File: src/hw/rtl/bbce_pkg.sv
// Shared types, constants and the palette function of the bitmap byte color expander.
// Used by bbce_ctrl, bbce_datapath and bitmap_byte_color_expander.
package bbce_pkg;

  localparam int PROM_DEPTH  = 2048;
  localparam int PROM_AW     = $clog2(PROM_DEPTH);
  localparam int ROW_BYTES   = 32;
  localparam int LOOKUP_W    = 11;
  localparam int LATCH_COUNT = 3;
  localparam int IN_DATA_W   = 24;
  localparam int OUT_DATA_W  = 48;

  typedef enum logic [1:0] {
    KIND_VIDEO = 2'd0,
    KIND_LATCH = 2'd1,
    KIND_PROM  = 2'd2
  } kind_t;

  typedef enum logic [1:0] {
    VAR_TALL_A = 2'd0,
    VAR_TALL_B = 2'd1,
    VAR_SQUARE = 2'd2,
    VAR_WIDE   = 2'd3
  } variant_t;

  typedef enum logic {
    CFG_VARIANT = 1'b0,
    CFG_FLIP    = 1'b1
  } cfg_reg_t;

  typedef enum logic {
    ST_IDLE = 1'b0,
    ST_EMIT = 1'b1
  } state_t;

  typedef struct packed {
    logic capture;
    logic latch_wr;
    logic prom_wr;
    logic emit;
  } cmd_t;

  typedef struct packed {
    logic last_pix;
  } status_t;

  typedef struct packed {
    logic [7:0] red;
    logic [7:0] green;
    logic [7:0] blue;
  } rgb_t;

  function automatic rgb_t palette(variant_t variant, logic [3:0] i);
    rgb_t c;
    c.red   = i[0] ? 8'hff : 8'h00;
    c.green = i[1] ? 8'hff : 8'h00;
    c.blue  = i[2] ? 8'hff : 8'h00;
    unique case (variant)
      VAR_TALL_A: begin
        if ((i & 4'h0c) == 4'h08) c.blue = 8'haa;
      end
      VAR_TALL_B: begin
      end
      VAR_SQUARE: begin
        c.red   = (i > 4'd8) ? 8'hff : (i[0] ? 8'haa : 8'h00);
        c.green = i[1] ? 8'haa : 8'h00;
        c.blue  = i[2] ? 8'haa : 8'h00;
      end
      VAR_WIDE: begin
        if ((i & 4'h09) == 4'h08) c.red = 8'haa;
      end
      default: begin
      end
    endcase
    return c;
  endfunction

endpackage

File: src/hw/rtl/bbce_ctrl.sv
// Controller of the expander: accepts items, sequences the eight pixels of a byte
// and owns the output valid flag. Depends on bbce_pkg.
module bbce_ctrl (
  input  logic              clk,
  input  logic              rst,
  input  logic              in_valid,
  input  logic [1:0]        in_kind,
  output logic              in_ready,
  output logic              out_valid,
  input  logic              out_ready,
  output bbce_pkg::cmd_t    cmd,
  input  bbce_pkg::status_t status
);

  bbce_pkg::state_t state, state_next;
  logic out_valid_next;
  logic load_out;
  logic accept;

  always_ff @(posedge clk) begin
    if (rst) begin
      state     <= bbce_pkg::ST_IDLE;
      out_valid <= 1'b0;
    end else begin
      state     <= state_next;
      out_valid <= out_valid_next;
    end
  end

  always_comb begin
    load_out     = (state == bbce_pkg::ST_EMIT) && (!out_valid || out_ready);
    in_ready     = (state == bbce_pkg::ST_IDLE) || (load_out && status.last_pix);
    accept       = in_valid && in_ready;
    cmd.capture  = accept && (in_kind == bbce_pkg::KIND_VIDEO);
    cmd.latch_wr = accept && (in_kind == bbce_pkg::KIND_LATCH);
    cmd.prom_wr  = accept && (in_kind == bbce_pkg::KIND_PROM);
    cmd.emit     = load_out;

    state_next = state;
    unique case (state)
      bbce_pkg::ST_IDLE: begin
        if (cmd.capture) state_next = bbce_pkg::ST_EMIT;
      end
      bbce_pkg::ST_EMIT: begin
        if (load_out && status.last_pix && !cmd.capture) state_next = bbce_pkg::ST_IDLE;
      end
      default: state_next = bbce_pkg::ST_IDLE;
    endcase

    priority if (load_out) begin
      out_valid_next = 1'b1;
    end else if (out_ready) begin
      out_valid_next = 1'b0;
    end else begin
      out_valid_next = out_valid;
    end
  end

  a_capture_starts: assert property (@(posedge clk) disable iff (rst)
    cmd.capture |=> state == bbce_pkg::ST_EMIT)
    else $error("video item accepted without starting pixel emission");

  a_idle_no_emit: assert property (@(posedge clk) disable iff (rst)
    state == bbce_pkg::ST_IDLE |-> !cmd.emit)
    else $error("pixel emitted while idle");

  a_last_ends: assert property (@(posedge clk) disable iff (rst)
    cmd.emit && status.last_pix && !cmd.capture |=> state == bbce_pkg::ST_IDLE)
    else $error("emission did not end after the eighth pixel");

endmodule

File: config.mk
export PLATFORM = sky130hd
export DESIGN_NAME = bbce_ctrl
export DESIGN_NICKNAME = d
export VERILOG_FILES = /design/src/hw/rtl/bbce_pkg.sv /design/src/hw/rtl/bbce_ctrl.sv
export SDC_FILE = /design/constraint.sdc
export NUM_CORES = 1
export LEC_CHECK = 0
export ABC_AREA = 1
export BUFFER_PORTS_ARGS = -buffer_cell sky130_fd_sc_hd__buf_2
export CORE_AREA = 2 2 39 41
export CTS_CLUSTER_SIZE = 40
export DETAILED_ROUTE_END_ITERATION = 16
export DIE_AREA = 0 0 41 43
export SLEW_MARGIN = 20
export SYNTH_ARGS = -nofsm -noshare
export SYNTH_HDL_FRONTEND = slang
export SYNTH_SLANG_ARGS = --single-unit
export TNS_END_PERCENT = 10
File: constraint.sdc
create_clock -name clk -period 0.8 [get_ports clk]
set_input_delay 0 -clock clk [delete_from_list [all_inputs] [get_ports clk]]
set_output_delay 0 -clock clk [all_outputs]
set_load 0.01 [all_outputs]
After elaboration in Yosys (flattened, before gate mapping). Index checks and enable logic that the tools add are counted.

Bits in registers: 2. Word-level logic and storage cells: 23. Output and inout bits: 6. Bits of input ports: 7.

Reductions and logical operators: 13. Eq/ne operators: 2. Multiplexer cells: 5. Bitwise operators: 1.

Operators by type and width (number): logical AND 1 bit (7); 2-to-1 mux 1 bit (4); == test 2 x 1 -> 1 bit, second input constant (1); == test 2 bit, second input constant (1); logical NOT 1 bit (2); logical NOT 2 bit (1); logical OR 1 bit (2); case mux 1 bit (2 select lines) (1); nonzero test 2 bit (1); inverter 1 bit (1).

Longest topological paths before layout. Gate-level depths: netlist (run 1).

Depth in word-level cells: 11. Gate-level depth with buffers: 7. Mapped depth without buffers: 7.

Worst setup path before layout (run 1). Ideal clock, no wire load.

Path type: register to register. From: register out_valid. To: register state. Data arrival time: 0.688 ns. Clock period less this slack: 0.797 ns. Path buffers: 0. Required time: 0.691 ns. Path slack: 0.003 ns. Cell stages (with the launch flop): 7. Library setup time: 0.109 ns. Path through: dfxtp_1 nand2_2 nand2_2 nand2_4 o21ai_2 nand2_1 inv_1.

Cells in the longest elaborated chain, start to end: 11. Elaborated cells between the ends (all ways): 12. Those cells by class: 3 x mux; 9 x reduce/logical.

RTL lines: from (decl) (line bbce_ctrl.sv:9) `output logic out_valid,`; from (signal assigned) (line bbce_ctrl.sv:26) `out_valid <= out_valid_next;`; logical NOT 1 bit * (line bbce_ctrl.sv:31) `load_out = (state == bbce_pkg::ST_EMIT) && (!out_valid || out_ready);`; logical OR 1 bit * (line bbce_ctrl.sv:31); logical AND 1 bit * (line bbce_ctrl.sv:31); logical AND 1 bit * (line bbce_ctrl.sv:32) `in_ready = (state == bbce_pkg::ST_IDLE) || (load_out && status.last_pix);`; logical OR 1 bit * (line bbce_ctrl.sv:32); named net in_ready (line bbce_ctrl.sv:8) `output logic in_ready,`; logical AND 1 bit * (line bbce_ctrl.sv:33) `accept = in_valid && in_ready;`; logical AND 1 bit * (line bbce_ctrl.sv:34) `cmd.capture = accept && (in_kind == bbce_pkg::KIND_VIDEO);`; logical NOT 1 bit (line bbce_ctrl.sv:45) `if (load_out && status.last_pix && !cmd.capture) state_next = bbce_pkg::ST_IDLE;`; logical AND 1 bit (line bbce_ctrl.sv:45); 2-to-1 mux 1 bit (line bbce_ctrl.sv:45); case mux 1 bit (2 select lines) * (line bbce_ctrl.sv:40) `unique case (state)`; to (signal assigned) (line bbce_ctrl.sv:22) `state <= bbce_pkg::ST_IDLE;`; to (signal assigned) (line bbce_ctrl.sv:25) `state <= state_next;`; to (decl) (line bbce_ctrl.sv:15) `bbce_pkg::state_t state, state_next;`.

Mark *: on every way through the listed nets, which the timed path passes. The rest lies on a longest branch. A chain may end at the register's enable or synchronous reset.

==> results of run 1 <==
## registers in the layout, indices dropped and copies added (netlist names)
name and count:
out_valid 1, state 1
## cell usage in the layout (no fill, tap or decap)
cell           synthesis  routed
nand2_1                4       4
inv_1                  6       5
buf_6                  0       1
a21oi_2                0       1
buf_4                  1       3
buf_2                  0      11
clkbuf_4               0       3
nor2_2                 3       3
nand2_4                2       2
a21oi_1                2       1
dfxtp_2                0       2
o21ai_2                1       1
nand2_2                2       2
inv_2                  1       2
dlygate4sd3_1          0       1
## power breakdown
part	leakage [nW]	total (W)	switching, W	internal (W)
logic	0.145	0.0000862	0.0000441	0.0000422
registers	0.0172	0.000108	0.00000320	0.000105
clock network	0.0138	0.000216	0.0000510	0.000165
total	0.176	0.000410	0.0000983	0.000312
## what timing repair did
| action | CTS | global route |
|---|---|---|
| resized for setup | 3 | 2 |
| endpoints found under the hold margin | 1 | 0 |
| hold buffers | 1 | 0 |
| pin swaps | 1 | 4 |
| buffers inserted | 1 | 2 |
| setup endpoints to repair | 5 | 6 |
| cloned | 0 | 0 |
## through the flow
stage | instance area [µm²] | worst slack, ps
after floorplan | 161.4 | 3.073
after global routing | 301.5 | -276.6
after global placement | 234.0 | 23.22
final | 301.5 | -206.8
after detailed placement | 234.0 | 2.140
after CTS | 276.5 | -219.7
## cell families after synthesis
| logic type | synth area share |
|---|---|
| buf+inv | 0.2093 |
| flops | 0.2481 |
| simple gates | 0.4263 |
| compound gates | 0.1163 |
## worst max-delay path: cells and delay by family, from the launching register on
family	cells	cell delay [ps]
flip-flops	1	310
AND/OR/NAND/NOR	5	350
buffers and inverters	1	130
## worst paths after layout
path	start	end	slack, ps
setup reg to reg	out_valid	state	-50
hold reg to reg	state	out_valid	480
setup / recovery	out_valid	cmd[1]	-210
hold / removal	in_valid	state	130
## routing by layer
metal  up-vias  global-route usage
met5         -                   0
met4         0             0.08000
met3         0             0.03141
met2         9             0.07188
met1        82             0.04777
li1        104                   -
## final cells by class
cell class                      instances  area [µm²]  area share
Clock buffer                            3       22.52     0.07469
Inverter                                7       26.28     0.08714
Multi-Input combinational cell         14       91.34      0.3029
Sequential cell                         2       42.54      0.1411
Tap cell                               16       20.02     0.06639
Timing Repair Buffer                   16       98.84      0.3278
==> results.py, run 1 <==
metrics = {
    "worst_setup_path": {
        "cpPeakStageDelay_ps": 310,
        "critPathLaunchType": "flop",
        "cp_cell_sequence": "nand2_2 -> nand2_2 -> nand2_4 -> nand2_4 -> nor2_2 -> buf_2",
        "setup.worst_path.class": "flop to primary output",
        "reg2reg_depth": 7,
        "worst_setup_path_end_kind": "primary output",
        "critPathMaxFanout": 3,
        "cp_data_required_time_ps": 800,
        "worst_ep_arrival_time_ps": 1010,
        "cp_slowest_cell": "dfxtp_2",
    },
    "status": {
        "status": "finished, violations left",
        "violations": "setup timing",
    },
    "placed_design": {
        "port_buffers": 12,
        "routabilityCongestion": 0.5722,
        "dp.cells": 51,
        "dpl.hpwl_um": 304.6,
    },
    "pwr": {
        "p_leak_nw": 0.1764,
        "finalPower_w": 0.0004104,
        "p_per_area_mw_per_mm2": 1361,
        "max-vdd-ir-drop_mv": 0.2563,
    },
    "synth": {
        "synth_area_um2": 161.4,
        "yosysMostFrequentCell": "inv_1",
        "ys_seq_elements": 2,
        "ys_seq_area_frac": 0.2481,
        "netlist_instances": 24,
        "synth_area_leader_cell": "dfxtp_1",
        "async_flop_share": 0,
        "syn_nets": 31,
        "ys_top_cells_by_count": "6 x inv_1, 4 x nand2_1, 3 x nor2_2",
        "synth_area_leaders": "dfxtp_1 25%, inv_1 14%, nand2_4 14%",
        "syn_avg_cell_area_um2": 6.725,
        "synth_edf_count": 0,
        "ys_types": 10,
        "synth_top_area_share": 0.2481,
        "yosys_most_used_dff": "dfxtp_1",
        "yosys_warnings": 0,
    },
    "timing": {
        "drv_slew": 0,
        "hold-worst-slack_ps": 128.7,
        "tightest_slew_ps": 113.1,
        "hold_violations": 0,
        "fmax_mhz": 993.3,
        "setup_viol": 6,
        "timing.final.crit_share": 1.258,
        "finClkSkew_ps": 2.928,
        "finalCriticalPeriod_ps": 1007,
        "slew_headroom": 0.9244,
        "setup_tns_ps": -829.2,
        "rsz0062_at_grt": "true",
        "layout_setup_ws_ps": -206.8,
    },
    "global_route": {
        "grt_pass1_wl_um": 579,
        "grt_max_degree": 4,
        "grt_usage": 0.05606,
        "antenna_found_initial": 0,
        "grt_overflow": 0,
        "grt_pass1_vias": 175,
    },
    "routing": {
        "drc": 0,
        "vias": 195,
        "wl_met3_um": 35,
        "wl_met1_um": 150,
        "dr_wl_met2_um": 185,
        "wirelength_um": 372,
        "avgViaCountPerCell": 3.362,
        "drtAntennaViolNets": 0,
        "avgRoutedWirePerCell_um": 6.414,
        "top_layer": "met3",
        "first_pass_iters": 2,
        "drtIter0Drc": 2,
    },
    "worst_hold_path": {
        "hp-class": "primary input to flop",
        "min_path_cells": 5,
    },
    "clocking": {
        "tritoncts": "built",
        "cts.sinks": 2,
        "cts_buffer_depth": 2,
        "cts_buffers": 3,
        "cts_root_buf": "clkbuf_4",
        "clkSlewWorstSetupHoldPaths_ps": 30,
        "insertion_delay_ps": 220,
        "cts-htree-levels": 1,
    },
    "layout": {
        "syn_to_final_growth_pct": 86.82,
        "fill_cells": 159,
        "final_util": 0.2179,
        "antenna_cells": 0,
        "layout.nets": 51,
        "drive_gt1_frac": 0.7381,
        "fin_cells": 58,
    },
    "floorplanning": {
        "dieArea_mm2": 0.001763,
        "ios": 13,
        "dieHeight_um": 43,
        "die-width_um": 41,
        "initial_core_util": 0.1166,
        "core-area_mm2": 0.001384,
        "row_count": 14,
    },
    "job": {
        "cap_violations": 0,
    },
}
Note: power is estimated with default switching activity, not from simulation.
==> run 2: changes to the inputs <==
--- a/config.mk
+++ b/config.mk
@@ -11,6 +11,7 @@
 export CTS_CLUSTER_SIZE = 40
 export DETAILED_ROUTE_END_ITERATION = 16
 export DIE_AREA = 0 0 41 43
+export PLACE_DENSITY = 0.45
 export SLEW_MARGIN = 20
 export SYNTH_ARGS = -nofsm -noshare
 export SYNTH_HDL_FRONTEND = slang
==> results.py, run 2 (synthesized netlist as in run 1, its figures left out) <==
metrics = {
    "timing": {
        "setup_viol": 5,
        "tightest_slew_ps": 113.5,
        "layout_setup_ws_ps": -190.1,
        "finalCriticalPeriod_ps": 990.1,
        "drv_slew": 0,
        "finClkSkew_ps": 3.794,
        "fmax_mhz": 1010,
        "hold_violations": 0,
        "slew_headroom": 0.9243,
        "rsz0062_at_grt": "true",
        "timing.final.crit_share": 1.238,
        "setup_tns_ps": -694.4,
    },
    "worst_setup_path": {
        "critPathLaunchType": "flop",
        "reg2reg_depth": 6,
        "worst_ep_arrival_time_ps": 990,
        "cp-startpoint": "out_valid",
        "cp_data_required_time_ps": 800,
        "worst_setup_path_end_kind": "primary output",
        "r2r_start": "out_valid",
        "setup.worst_path.class": "flop to primary output",
        "critPathMaxFanout": 3,
    },
    "pwr": {
        "max-vdd-ir-drop_mv": 0.4979,
        "p_per_area_mw_per_mm2": 1466,
        "p_leak_nw": 0.1663,
    },
    "status": {
        "violations": "setup timing",
        "status": "finished, violations left",
    },
    "worst_hold_path": {
        "min-delay-start": "in_valid",
        "hp-class": "primary input to flop",
        "min_path_cells": 5,
    },
    "routing": {
        "drc": 0,
        "avgRoutedWirePerCell_um": 6.018,
        "vias": 179,
        "drtAntennaViolNets": 0,
        "wirelength_um": 337,
        "avgViaCountPerCell": 3.196,
        "first_pass_iters": 2,
        "drtIter0Drc": 1,
    },
    "layout": {
        "multi_input_area_um2": 87.58,
        "layout.nets": 49,
        "fill_cells": 161,
        "mostFrequentLayoutCells": "12 x buf_2, 5 x inv_1, 4 x nand2_1",
        "antenna_cells": 0,
        "syn_to_final_growth_pct": 71.32,
        "layout_commonest_cell": "buf_2",
        "regArea_um2": 42.54,
        "top_regs": "out_valid x1, state x1",
        "final_util": 0.1998,
        "drive_gt1_frac": 0.7000,
    },
    "clocking": {
        "cts_root_buf": "clkbuf_4",
        "insertion_delay_ps": 220,
        "clkSlewWorstSetupHoldPaths_ps": 30,
        "cts_buffers": 3,
        "cts-htree-levels": 1,
        "cts_buffer_depth": 2,
        "tritoncts": "built",
        "cts.sinks": 2,
    },
    "placed_design": {
        "routabilityCongestion": 0.6048,
        "dpl.hpwl_um": 286.5,
        "pre_cts_ws_ps": 21.65,
        "port_buffers": 12,
    },
    "floorplanning": {
        "die-width_um": 41,
        "dieHeight_um": 43,
        "ios": 13,
        "core-area_mm2": 0.001384,
        "initial_core_util": 0.1166,
        "dieArea_mm2": 0.001763,
        "row_count": 14,
    },
    "global_route": {
        "grt_pass1_wl_um": 565,
        "antenna_found_initial": 0,
        "grt_overflow": 0,
        "grt_usage": 0.05611,
        "grt_pass1_vias": 163,
        "grt_max_degree": 4,
    },
    "job": {
        "cap_violations": 0,
    },
}
-- run 2: cell types whose count changed in the layout (fill, tap and decap cells not counted), sizes merged --
cell,before,now
buf,15,13
-- run 2: metal layers --
metal  vias up  GRT usage  wire (µm)
met5         -          0          0
met4         0    0.06000          0
met3         0    0.06283         49
met2        10    0.05938        146
met1        69    0.05112        141
li1        100          -          -
-- run 2: worst max-delay path: stages, from the launching register on --
cell and delay (ps):
dfxtp_2 310, nand2_2 60, nand2_2 60, nand2_4 70
nand2_4 60, nor2_2 70, buf_2 130
-- run 2: power by group --
part	total (W)	switching [W]	internal (W)
registers	0.000108	0.00000340	0.000105
clock network	0.000219	0.0000542	0.000165
logic	0.0000774	0.0000404	0.0000370
total	0.000405	0.0000980	0.000307
-- run 2: per-stage QoR --
stage               instances  hold slack [ps]  area, µm²  power (W)
global placement           51            180.3      234.0  0.0001822
finish                     56            135.5      276.5  0.0004053
floorplan                  24            69.07      161.4  0.0001534
global route               56            159.0      276.5  0.0004432
CTS                        56            125.3      276.5  0.0004232
detailed placement         51            178.6      234.0  0.0001822
-- run 2: what timing repair did --
item | 4_1_cts | 5_1_grt
setup buffers | 1 | 0
endpoints found under the hold margin | 1 | 0
setup endpoints to repair | 5 | 6
hold buffers | 1 | 0
pin swaps | 1 | 0
gates resized for setup | 3 | 0
-- run 2: layout make-up --
type | instances | area share
inverter | 7 | 0.09502
tap | 16 | 0.07240
sequential | 2 | 0.1538
clock buffer | 3 | 0.08145
multi-input combinational | 14 | 0.3167
timing repair buffer | 14 | 0.2805
-- run 2: worst paths after layout --
| check | endpoint | slack [ps] |
|---|---|---|
| setup / recovery | cmd[3] | -190 |
| hold / removal | state | 140 |
| setup reg to reg | state | 50 |
| hold reg to reg | out_valid | 460 |
